--- src/hdl/ssv_pkg.sv ---
// ----------------------------------------------------------------------------
// ssv_pkg: storage slot validator shared definitions
// Types and constants shared by the front and back ends, and the CRC-32 byte fold used by the back end.
// ----------------------------------------------------------------------------
package ssv_pkg;

  localparam int MAX_SLOT_BYTES = 256;
  localparam int POS_W          = $clog2(MAX_SLOT_BYTES + 1);
  localparam int LEN_W          = 16;
  localparam int CFG_IDX_W      = 3;
  localparam int CFG_DATA_W     = 32;
  localparam int QUEUE_DEPTH    = 2;
  localparam int QPTR_W         = $clog2(QUEUE_DEPTH);
  localparam int QCNT_W         = $clog2(QUEUE_DEPTH + 1);

  localparam int HDR_CRC_BYTES  = 12;
  localparam int BODY_START     = 16;
  localparam int MIN_SLOT       = 17;

  localparam logic [31:0] CRC_POLY = 32'hEDB8_8320;
  localparam logic [31:0] CRC_ONES = 32'hFFFF_FFFF;

  typedef enum logic [CFG_IDX_W-1:0] {
    CFG_MAGIC  = 3'd0,
    CFG_COMMIT = 3'd1,
    CFG_TYPE   = 3'd2,
    CFG_SCHEMA = 3'd3,
    CFG_MAXLEN = 3'd4
  } cfg_idx_t;

  typedef enum logic [3:0] {
    ST_VALID        = 4'd0,
    ST_NOT_COMMIT   = 4'd1,
    ST_BAD_MAGIC    = 4'd2,
    ST_BAD_TYPE     = 4'd3,
    ST_BAD_SCHEMA   = 4'd4,
    ST_BAD_LENGTH   = 4'd5,
    ST_BAD_CRC      = 4'd6,
    ST_BAD_RESERVED = 4'd7,
    ST_TOO_SHORT    = 4'd8
  } status_t;

  // which header field a byte lands in
  typedef enum logic [2:0] {
    CAP_NONE,
    CAP_MAGIC,
    CAP_TYPE,
    CAP_SCHEMA,
    CAP_LEN_LO,
    CAP_LEN_HI,
    CAP_CRC
  } cap_t;

  typedef struct packed {
    logic [7:0]       data;
    logic             last;
    logic [POS_W-1:0] pos;
    logic             fold;
    cap_t             cap;
  } item_t;

  typedef struct packed {
    logic [31:0]      magic_word;
    logic [7:0]       commit_valid_value;
    logic [7:0]       req_type;
    logic [7:0]       req_schema;
    logic [LEN_W-1:0] max_payload_length;
  } cfg_t;

  function automatic logic [31:0] crc_fold_byte(input logic [31:0] crc_in,
                                                input logic [7:0] b);
    logic [31:0] c;
    c = crc_in ^ {24'h0, b};
    for (int k = 0; k < 8; k++) begin
      if (c[0]) c = (c >> 1) ^ CRC_POLY;
      else      c = c >> 1;
    end
    return c;
  endfunction

endpackage

--- src/hdl/ssv_front.sv ---
// ----------------------------------------------------------------------------
// ssv_front: byte intake and classification
// Tracks the byte position in the slot and tags each byte with its header
// field and whether it is covered by the CRC.
// ----------------------------------------------------------------------------
module ssv_front import ssv_pkg::*; (
  input  logic        clk,
  input  logic        rst,
  input  logic        in_valid,
  output logic        in_stall,
  input  logic [7:0]  data_byte,
  input  logic        last_byte,
  output logic        push,
  output item_t       push_item,
  input  logic        q_full
);

  logic [POS_W-1:0] pos;
  logic [POS_W-1:0] pos_next;
  cap_t             cap;

  assign in_stall = q_full;
  assign push     = in_valid && !in_stall;

  always_comb begin
    cap = CAP_NONE;
    if (!last_byte) begin
      if (pos < POS_W'(4))                    cap = CAP_MAGIC;
      else if (pos == POS_W'(4))              cap = CAP_TYPE;
      else if (pos == POS_W'(5))              cap = CAP_SCHEMA;
      else if (pos == POS_W'(6))              cap = CAP_LEN_LO;
      else if (pos == POS_W'(7))              cap = CAP_LEN_HI;
      else if (pos >= POS_W'(HDR_CRC_BYTES) && pos < POS_W'(BODY_START))
                                              cap = CAP_CRC;
    end
  end

  always_comb begin
    push_item.data = data_byte;
    push_item.last = last_byte;
    push_item.pos  = pos;
    push_item.fold = !last_byte &&
                     (pos < POS_W'(HDR_CRC_BYTES) || pos >= POS_W'(BODY_START));
    push_item.cap  = cap;
  end

  always_comb begin
    pos_next = pos;
    if (push) begin
      if (last_byte)                         pos_next = '0;
      else if (pos < POS_W'(MAX_SLOT_BYTES)) pos_next = pos + POS_W'(1);
    end
  end

  always_ff @(posedge clk) begin
    if (rst) pos <= '0;
    else     pos <= pos_next;
  end

`ifndef SYNTHESIS
  a_pos_restart: assert property (@(posedge clk) disable iff (rst)
    push && last_byte |=> pos == '0)
    else $error("position not cleared after commit byte");
  a_pos_sat: assert property (@(posedge clk) disable iff (rst)
    pos <= POS_W'(MAX_SLOT_BYTES))
    else $error("position beyond saturation");
`endif

endmodule

--- src/hdl/ssv_queue.sv ---
// ----------------------------------------------------------------------------
// ssv_queue: short FIFO between front and back ends
// Decouples byte intake from the result output stall.
// ----------------------------------------------------------------------------
module ssv_queue import ssv_pkg::*; (
  input  logic  clk,
  input  logic  rst,
  input  logic  push,
  input  item_t push_item,
  output logic  full,
  input  logic  pop,
  output logic  head_valid,
  output item_t head
);

  item_t             mem [QUEUE_DEPTH];
  logic [QPTR_W-1:0] wr_ptr;
  logic [QPTR_W-1:0] rd_ptr;
  logic [QCNT_W-1:0] count;

  assign full       = count == QCNT_W'(QUEUE_DEPTH);
  assign head_valid = count != '0;
  assign head       = mem[rd_ptr];

  always_ff @(posedge clk) begin
    if (push) mem[wr_ptr] <= push_item;
  end

  always_ff @(posedge clk) begin
    if (rst) begin
      wr_ptr <= '0;
      rd_ptr <= '0;
      count  <= '0;
    end else begin
      if (push) wr_ptr <= (wr_ptr == QPTR_W'(QUEUE_DEPTH - 1)) ? '0 : wr_ptr + QPTR_W'(1);
      if (pop)  rd_ptr <= (rd_ptr == QPTR_W'(QUEUE_DEPTH - 1)) ? '0 : rd_ptr + QPTR_W'(1);
      case ({push, pop})
        2'b10:   count <= count + QCNT_W'(1);
        2'b01:   count <= count - QCNT_W'(1);
        default: count <= count;
      endcase
    end
  end

`ifndef SYNTHESIS
  a_no_overflow: assert property (@(posedge clk) disable iff (rst)
    full |-> !push)
    else $error("push into full queue");
  a_no_underflow: assert property (@(posedge clk) disable iff (rst)
    pop |-> head_valid)
    else $error("pop from empty queue");
`endif

endmodule

--- src/hdl/ssv_back.sv ---
// ----------------------------------------------------------------------------
// ssv_back: CRC fold, header capture and status evaluation
// Consumes classified bytes and registers one result per commit byte.
// ----------------------------------------------------------------------------
module ssv_back import ssv_pkg::*; (
  input  logic             clk,
  input  logic             rst,
  input  cfg_t             cfg,
  input  logic             head_valid,
  input  item_t            head,
  output logic             pop,
  output logic             out_valid,
  input  logic             out_stall,
  output logic [3:0]       status,
  output logic [LEN_W-1:0] payload_length,
  output logic [31:0]      computed_crc
);

  logic [31:0]      crc_reg;
  logic [31:0]      hdr_magic;
  logic [7:0]       hdr_type;
  logic [7:0]       hdr_schema;
  logic [LEN_W-1:0] hdr_len;
  logic [31:0]      stored_crc;
  logic             rsv_nonzero;

  logic [31:0]      crc_final;
  logic [LEN_W:0]   pos_ext;
  logic [LEN_W:0]   size;
  logic [LEN_W:0]   rsv_start;
  logic [LEN_W:0]   len_need;
  logic             len_bad;
  status_t          st;
  logic [4:0]       lane_sh;

  assign pop       = head_valid && (!head.last || !out_valid || !out_stall);
  assign crc_final = crc_reg ^ CRC_ONES;
  assign pos_ext   = (LEN_W+1)'(head.pos);
  assign size      = pos_ext + (LEN_W+1)'(1);
  assign rsv_start = (LEN_W+1)'(BODY_START) + {1'b0, hdr_len};
  assign len_need  = (LEN_W+1)'(MIN_SLOT) + {1'b0, hdr_len};
  assign lane_sh   = {head.pos[1:0], 3'b000};

  assign len_bad = hdr_len > cfg.max_payload_length ||
                   head.pos >= POS_W'(MAX_SLOT_BYTES) ||
                   len_need > size;

  always_comb begin
    if (size < (LEN_W+1)'(MIN_SLOT))            st = ST_TOO_SHORT;
    else if (head.data != cfg.commit_valid_value) st = ST_NOT_COMMIT;
    else if (hdr_magic != cfg.magic_word)       st = ST_BAD_MAGIC;
    else if (hdr_type != cfg.req_type)          st = ST_BAD_TYPE;
    else if (hdr_schema != cfg.req_schema)      st = ST_BAD_SCHEMA;
    else if (len_bad)                           st = ST_BAD_LENGTH;
    else if (stored_crc != crc_final)           st = ST_BAD_CRC;
    else if (rsv_nonzero)                       st = ST_BAD_RESERVED;
    else                                        st = ST_VALID;
  end

  // slot state
  always_ff @(posedge clk) begin
    if (rst) begin
      crc_reg     <= CRC_ONES;
      hdr_magic   <= '0;
      hdr_type    <= '0;
      hdr_schema  <= '0;
      hdr_len     <= '0;
      stored_crc  <= '0;
      rsv_nonzero <= 1'b0;
    end else if (pop) begin
      if (head.last) begin
        crc_reg     <= CRC_ONES;
        hdr_magic   <= '0;
        hdr_type    <= '0;
        hdr_schema  <= '0;
        hdr_len     <= '0;
        stored_crc  <= '0;
        rsv_nonzero <= 1'b0;
      end else begin
        if (head.fold) crc_reg <= crc_fold_byte(crc_reg, head.data);
        case (head.cap)
          CAP_MAGIC:  hdr_magic[lane_sh +: 8]  <= head.data;
          CAP_TYPE:   hdr_type                 <= head.data;
          CAP_SCHEMA: hdr_schema               <= head.data;
          CAP_LEN_LO: hdr_len[7:0]             <= head.data;
          CAP_LEN_HI: hdr_len[15:8]            <= head.data;
          CAP_CRC:    stored_crc[lane_sh +: 8] <= head.data;
          default:    ;
        endcase
        if (pos_ext >= rsv_start && head.data != 8'h00) rsv_nonzero <= 1'b1;
      end
    end
  end

  // result register
  always_ff @(posedge clk) begin
    if (rst) begin
      out_valid <= 1'b0;
    end else if (pop && head.last) begin
      out_valid <= 1'b1;
    end else if (!out_stall) begin
      out_valid <= 1'b0;
    end
  end

  always_ff @(posedge clk) begin
    if (pop && head.last) begin
      status         <= st;
      payload_length <= hdr_len;
      computed_crc   <= crc_final;
    end
  end

`ifndef SYNTHESIS
  a_crc_restart: assert property (@(posedge clk) disable iff (rst)
    pop && head.last |=> crc_reg == CRC_ONES && !rsv_nonzero)
    else $error("slot state not restarted after commit byte");
  a_no_overwrite: assert property (@(posedge clk) disable iff (rst)
    out_valid && out_stall |-> !(pop && head.last))
    else $error("pending result overwritten");
`endif

endmodule

--- src/hdl/storage_slot_validator_core.sv ---
// ----------------------------------------------------------------------------
// storage_slot_validator_core: record slot header and CRC-32 check
// Streams a slot byte by byte and reports one status per commit byte.
//
//  channel | signals                                   | direction
//  --------+-------------------------------------------+----------
//  in      | in_valid, in_stall, data_byte, last_byte  | sink
//  out     | out_valid, out_stall, status,             | source
//          | payload_length, computed_crc              |
//  cfg     | cfg_valid, cfg_ready, cfg_index, cfg_data | sink
//
//  One byte per cycle sustained while in_stall is low; the CRC folds a full byte at once.
//  A result passes through the queue and then the result register after its commit byte is accepted.
//  rst is synchronous; config registers reset to zero, no clearing pass.
//  in_stall rises only when the two-entry queue is full, which happens
//  while out_stall holds a pending result and more bytes keep arriving.
// ----------------------------------------------------------------------------
module storage_slot_validator_core import ssv_pkg::*; (
  input  logic                  clk,
  input  logic                  rst,
  input  logic                  in_valid,
  output logic                  in_stall,
  input  logic [7:0]            data_byte,
  input  logic                  last_byte,
  output logic                  out_valid,
  input  logic                  out_stall,
  output logic [3:0]            status,
  output logic [LEN_W-1:0]      payload_length,
  output logic [31:0]           computed_crc,
  input  logic                  cfg_valid,
  output logic                  cfg_ready,
  input  logic [CFG_IDX_W-1:0]  cfg_index,
  input  logic [CFG_DATA_W-1:0] cfg_data
);

  cfg_t  cfg;
  logic  push;
  item_t push_item;
  logic  q_full;
  logic  pop;
  logic  head_valid;
  item_t head;

  assign cfg_ready = 1'b1;

  always_ff @(posedge clk) begin
    if (rst) begin
      cfg <= '0;
    end else if (cfg_valid && cfg_ready) begin
      case (cfg_idx_t'(cfg_index))
        CFG_MAGIC:  cfg.magic_word         <= cfg_data;
        CFG_COMMIT: cfg.commit_valid_value <= cfg_data[7:0];
        CFG_TYPE:   cfg.req_type           <= cfg_data[7:0];
        CFG_SCHEMA: cfg.req_schema         <= cfg_data[7:0];
        CFG_MAXLEN: cfg.max_payload_length <= cfg_data[LEN_W-1:0];
        default:    ;
      endcase
    end
  end

  ssv_front u_front (
    .clk       (clk),
    .rst       (rst),
    .in_valid  (in_valid),
    .in_stall  (in_stall),
    .data_byte (data_byte),
    .last_byte (last_byte),
    .push      (push),
    .push_item (push_item),
    .q_full    (q_full)
  );

  ssv_queue u_queue (
    .clk        (clk),
    .rst        (rst),
    .push       (push),
    .push_item  (push_item),
    .full       (q_full),
    .pop        (pop),
    .head_valid (head_valid),
    .head       (head)
  );

  ssv_back u_back (
    .clk            (clk),
    .rst            (rst),
    .cfg            (cfg),
    .head_valid     (head_valid),
    .head           (head),
    .pop            (pop),
    .out_valid      (out_valid),
    .out_stall      (out_stall),
    .status         (status),
    .payload_length (payload_length),
    .computed_crc   (computed_crc)
  );

endmodule

--- config.mk ---
export PLATFORM = sky130hd
export DESIGN_NAME = storage_slot_validator_core
export DESIGN_NICKNAME = d
export VERILOG_FILES = /design/src/hdl/ssv_pkg.sv /design/src/hdl/ssv_front.sv /design/src/hdl/ssv_queue.sv /design/src/hdl/ssv_back.sv /design/src/hdl/storage_slot_validator_core.sv
export SDC_FILE = /design/constraint.sdc
export NUM_CORES = 1
export LEC_CHECK = 0
export ABC_AREA = 1
export BUFFER_PORTS_ARGS = -buffer_cell sky130_fd_sc_hd__buf_2
export CORE_ASPECT_RATIO = 0.6
export CORE_MARGIN = 4
export CORE_UTILIZATION = 23
export DETAILED_ROUTE_END_ITERATION = 16
export MAX_ROUTING_LAYER = met4
export RECOVER_POWER = 50
export SLEW_MARGIN = 10
export SYNTH_ARGS = -nofsm -noshare
export SYNTH_HDL_FRONTEND = slang
export SYNTH_SLANG_ARGS = --single-unit
--- constraint.sdc ---
create_clock -name clk -period 4.4 [get_ports clk]
set_input_delay 0.44 -clock clk [delete_from_list [all_inputs] [get_ports clk]]
set_output_delay 0.44 -clock clk [all_outputs]
set_load 0.03 [all_outputs]
==> qor.txt, run 1 <==
Vias per cell = 4.56
Cell Rows = 71
Max reg flops = 72
Post-DP HPWL = 37,700 um
Post CTS Setup Buffer Count = 0
Post-synth EDFFs = 96
CP required = 4.85 ns
Post-Route Skew = 0.0147 ns
Peak supply drop = 0.354 mV
Latest clock arrival within the worst-skew pair = 0.58 ns
Most used DFF post-synth = dfxtp_1
Die height = 205 um
Register with the most flip-flops = cfg
Inst Count DP = 2,691
Clock-pin slew on the worst setup and hold paths = 0.07 ns
I/O pin cnt = 104
Setup CP Type = in -> reg
Port Buf Inserts = 102
Share of flip-flops with an asynchronous set or reset = 0%
Overall Global Routing Usage = 14.3%
Cell taking the most area after synthesis = dfxtp_1
Sequential area share after synthesis = 48.4%
Count leader, synth = nand2_1
Worst Setup End Kind = register
Pwr Density = 762 mW/mm^2
Avg Cell Area, Syn = 8.35 sq um
Initial DRC count = 1,441
Post-CTS resize count = 0
Top post-synthesis cells by area = dfxtp_1 (29%), edfxtp_1 (19%), xor2_1 (6.7%)
CTS tree = yes
Initial antenna violation count = 3
Worst setup margin = 0.478 ns
Final Max Slew Viols = 160
Worst Setup Start Kind = input port
Vias in the first global route = 11,100
Share of layout cells above drive strength 1 = 7.87%
Residual DRC count = 0
Place WS = 0.719 ns
CP arrival = 4.37 ns
Via count = 12,500
First-pass DRT Iterations = 6
Synth top area share = 29.1%
Post-Syn Instances = 1,781
Post-synth top cells = nand2_1 (259), nor2_1 (227), dfxtp_1 (216), inv_1 (191), o21ai_0 (185)
Clock Tree Buf Depth = 3
#FFs+latches synth = 312
WL/cell = 17.8 um
Biggest regs = cfg x72, u_queue.mem x44
Grt total ovfl = 0
CORE AREA = 0.0633 sq mm
RSZ-0062 raised after global routing = no
Min-delay worst type = in -> reg
CTS Hold Bufs = 0
Setup TNS = 0 ns
Worst slew margin = -53.4%
Yosys warning count = 0
Fin crit share = 89.1%
Tightest Pin Transition = 2.29 ns
Final hold vios = 0
Status = finished, violations left
Crit Path Max Fanout = 104
Area growth syn-to-layout = 17.4%
Finished Core Util = 27.6%
Starting density of the core = 23.5%
GPL Wtd Cong = 0.954
Post-Syn Area = 0.0149 sq mm
CTS buffer count = 29
First-pass GRT wire length = 72,200 um
Total number of H-tree levels = 1
Die W = 336 um
Fmax = 0.255 GHz
P_leak = 7.07 nW
Mapped Nets = 1,873
Final setup fails = 0
Max-cap violations = 2
Failing checks = capacitance limit, slew limit
Root buffer cell = clkbuf_16
Finished Layout Cells = 2,748
Drt total wl = 48,800 um
CTS Sinks = 312
Nets = 1,975
Largest net degree at the start of global routing = 105
Routed Antenna Nets = 0
Final min period = 3.92 ns
Post-synth cell types = 50
Die area = 0.0689 sq mm
-- power breakdown --
group	leakage, nW	total, W	internal [W]	switching (W)
clock network	0.549	0.00303	0.00182	0.00121
logic	3.85	0.00589	0.00183	0.00406
registers	2.67	0.00437	0.00373	0.000646
total	7.07	0.0133	0.00739	0.00592
-- metrics by stage --
step	hold slack, ns	area, sq um	total power, W
6_report	0.0517	17500	0.0133
5_1_grt	0.0301	17500	0.0142
4_1_cts	0.0236	17600	0.0132
3_5_place_dp	0.454	16400	0.0102
3_3_place_gp	0.441	16400	0.0102
2_1_floorplan	0.426	14900	0.00836
-- worst max-delay path, stage by stage --
cell and delay [ns]:
clkbuf_1 0.16, clkinvlp_2 1.72, clkbuf_2 1.39, o21ai_0 0.46, a21oi_1 0.07
-- cell type report --
cell class,count,area [sq um]
timing repair buffer,131,638
clock inverter,17,335
inverter,195,736
fill,6787,45900
antenna,3,7.51
multi-input combinational,1214,6690
sequential,312,7210
tap,839,1050
clock buffer,37,797
-- cell usage in the layout (no fill, tap or decap), types with 3 or more instances in the layout --
cell,n
o21ai_0,187
clkbuf_1,67
nor4_1,14
nand2_1,259
o211ai_1,27
xor2_2,7
xnor2_1,24
xor2_1,114
buf_2,44
ha_1,43
o31ai_1,3
nand4_1,23
o21a_1,4
nor2_1,225
mux2i_2,3
dfxtp_1,216
clkbuf_16,30
o221ai_1,3
inv_1,189
o21ai_1,4
diode_2,3
edfxtp_1,96
o2111ai_1,4
buf_4,24
or2_2,9
a21oi_1,174
bufinv_16,9
nor3b_1,4
clkinv_1,3
nand3_1,35
nor3_1,20
-- path summary, 6_finish.rpt --
kind	start	end	slack, ns	cells past startpoint
worst max register to register	register	u_back.status[2]	0.67	24
worst max-delay path	rst	cfg[58]	0.48	5
worst min register to register	cfg[53]	cfg[53]	0.47	2
worst min-delay path	data_byte[2]	u_queue.mem[1][16]	0.05	1
-- layer usage --
metal	vias to the layer above	GRT usage [%]	wire length [um]
li1	6112	-	-
met1	5753	23.7	26000
met2	613	15.1	15300
met3	43	5.79	6980
met4	0	1.62	503
met5	-	-	0
-- cell families after synthesis --
kind of cell / after synthesis / synth area share [%]
other: 1 / 0.0252
buffers and inverters: 255 / 6.59
and+or+nand+nor: 601 / 16.8
AOI/OAI and AO/OA: 418 / 15.1
adders and majority gates: 43 / 3.62
muxes: 5 / 0.412
xor gates and xnor gates: 146 / 9.08
DFF: 312 / 48.4
(Power assumes the default switching activity.)
==> run 2, diff against run 1 <==
--- a/config.mk
+++ b/config.mk
@@ -12,7 +12,8 @@
 export CORE_UTILIZATION = 23
 export DETAILED_ROUTE_END_ITERATION = 16
 export MAX_ROUTING_LAYER = met4
-export RECOVER_POWER = 50
+export RECOVER_POWER = 25
+export SKIP_CTS_REPAIR_TIMING = 1
 export SLEW_MARGIN = 10
 export SYNTH_ARGS = -nofsm -noshare
 export SYNTH_HDL_FRONTEND = slang
==> run 2 against run 1 <==
  * The run still ends with capacitance limit, slew limit left
  * Highest routed layer unchanged
  * Setup slack worse by 0.030 ns
  * Count of clock-buffer cells in the layout unchanged
  * Power increased by 0.30%
  * First-iteration DRC count rose by 4.2%
  * Critical path depth is the same
  * Die area did not move
  * Cell count did not move
  * Core utilization increased by 0.099 points
  * Clock skew rose by 0.0049 ns
  * Non-clock buffer count is the same
  * Sequential power is essentially flat
==> qor.txt, run 2 (synthesis gave the netlist of run 1 again) <==
Cell Rows = 71
Biggest regs = cfg x72, u_queue.mem x44
Area of the multi-input gates = 0.00669 sq mm
Fin crit share = 89.8%
Worst Setup End Kind = register
CP arrival = 4.40 ns
Die height = 205 um
Worst slew margin = -54.4%
Commonest non-fill, non-tap cell in the layout = nand2_1
Failing checks = capacitance limit, slew limit
Latest clock arrival within the worst-skew pair = 0.58 ns
Port Buf Inserts = 102
Peak supply drop = 0.356 mV
P_leak = 7.22 nW
Crit path max-delay cell type = clkinvlp_2
Largest net degree at the start of global routing = 105
Die area = 0.0689 sq mm
Share of layout cells above drive strength 1 = 10.5%
Fmax = 0.253 GHz
Tightest Pin Transition = 2.30 ns
Status = finished, violations left
FILL cells = 6,761
GPL Wtd Cong = 0.954
Final hold vios = 0
Crit Path Max Fanout = 104
Post-DP HPWL = 37,700 um
Grt total ovfl = 0
Max reg flops = 72
Place WS = 0.719 ns
Clock Tree Buf Depth = 3
Worst Setup Start Kind = input port
Worst setup margin = 0.448 ns
CTS Sinks = 312
CTS buffer count = 29
WHS Path Cells = 1
Vias per cell = 4.57
Area growth syn-to-layout = 17.8%
Post-Route Skew = 0.0196 ns
First-pass GRT wire length = 72,200 um
Die W = 336 um
Drt total wl = 48,800 um
Reg area = 0.00721 sq mm
Setup CP Type = in -> reg
First-pass DRT Iterations = 5
Commonest non-fill, non-tap cells in the layout = nand2_1 (259), nor2_1 (225), dfxtp_1 (216)
Crit path from = rst
Starting density of the core = 23.5%
Register with the most flip-flops = cfg
RSZ-0062 raised after global routing = no
Hold Crit Start = data_byte[2]
Final Max Slew Viols = 160
Pwr Density = 761 mW/mm^2
Via count = 12,600
Nets = 1,975
Setup TNS = 0 ns
CP required = 4.85 ns
CORE AREA = 0.0633 sq mm
Routed Antenna Nets = 0
Residual DRC count = 0
Initial DRC count = 1,501
CP cell instances = clkbuf_1, clkinvlp_2, clkbuf_2, o21ai_0, a21oi_1
WL/cell = 17.8 um
Max incr delay on CP = 1.75 ns
Total number of H-tree levels = 1
Max-cap violations = 2
I/O pin cnt = 104
Min-delay worst type = in -> reg
Root buffer cell = clkbuf_16
Overall Global Routing Usage = 14.3%
Final setup fails = 0
R2R cell count = 24
Clock-pin slew on the worst setup and hold paths = 0.07 ns
Vias in the first global route = 11,100
CTS tree = yes
Final min period = 3.95 ns
Initial antenna violation count = 3
==> run 2: cell types whose count changed in the layout (fill, tap and decap cells not counted), sizes merged <==
cell | before | now
buf | 68 | 118
clkbuf | 100 | 50
==> run 2: power by group <==
part	leakage, nW	switching [W]	internal, W
combinational	3.99	0.00407	0.00187
sequential	2.67	0.000638	0.00373
clock	0.549	0.00121	0.00182
total	7.22	0.00592	0.00742
==> run 2: metal layers <==
metal  global-route usage (%)  up-vias  part of all wire, %
li1                         -     6119                    -
met1                     23.7     5809                   53
met2                     15.1      600                   31
met3                     5.79       43                   14
met4                     1.62        0                  1.0
met5                        -        -                    0
==> run 2: critical path: cells and delay by family <==
family | cells | cell delay [ns]
AO/OA/AOI/OAI | 2 | 0.53
buffers and inverters | 3 | 3.30
==> run 2: cell type report <==
cell class,instances,share of cell area [%]
sequential,312,41.1
multi-input combinational,1214,38.2
tap,839,5.99
clock buffer,37,4.55
inverter,195,4.20
timing repair buffer,131,4.00
clock inverter,17,1.91
antenna,3,0.0428
==> run 2: path summary, 6_finish.rpt <==
path / to / slack (ns)
worst min-delay path: u_queue.mem[1][16] / 0.05
worst max-delay path: cfg[58] / 0.45
worst max register to register: u_back.status[2] / 0.65
worst min register to register: cfg[45] / 0.47
==> run 2: stage by stage <==
stage	hold slack (ns)	cell area (sq um)	total power [W]	std cells	utilization, %
after detailed placement	0.454	16400	0.0102	2691	25.9
after global routing	0.0301	17500	0.0142	2748	27.7
final	0.0524	17500	0.0133	2748	27.7
after global placement	0.441	16400	0.0102	2691	25.9
after floorplan	0.426	14900	0.00836	1781	-
after CTS	0.0236	17600	0.0132	2745	27.7
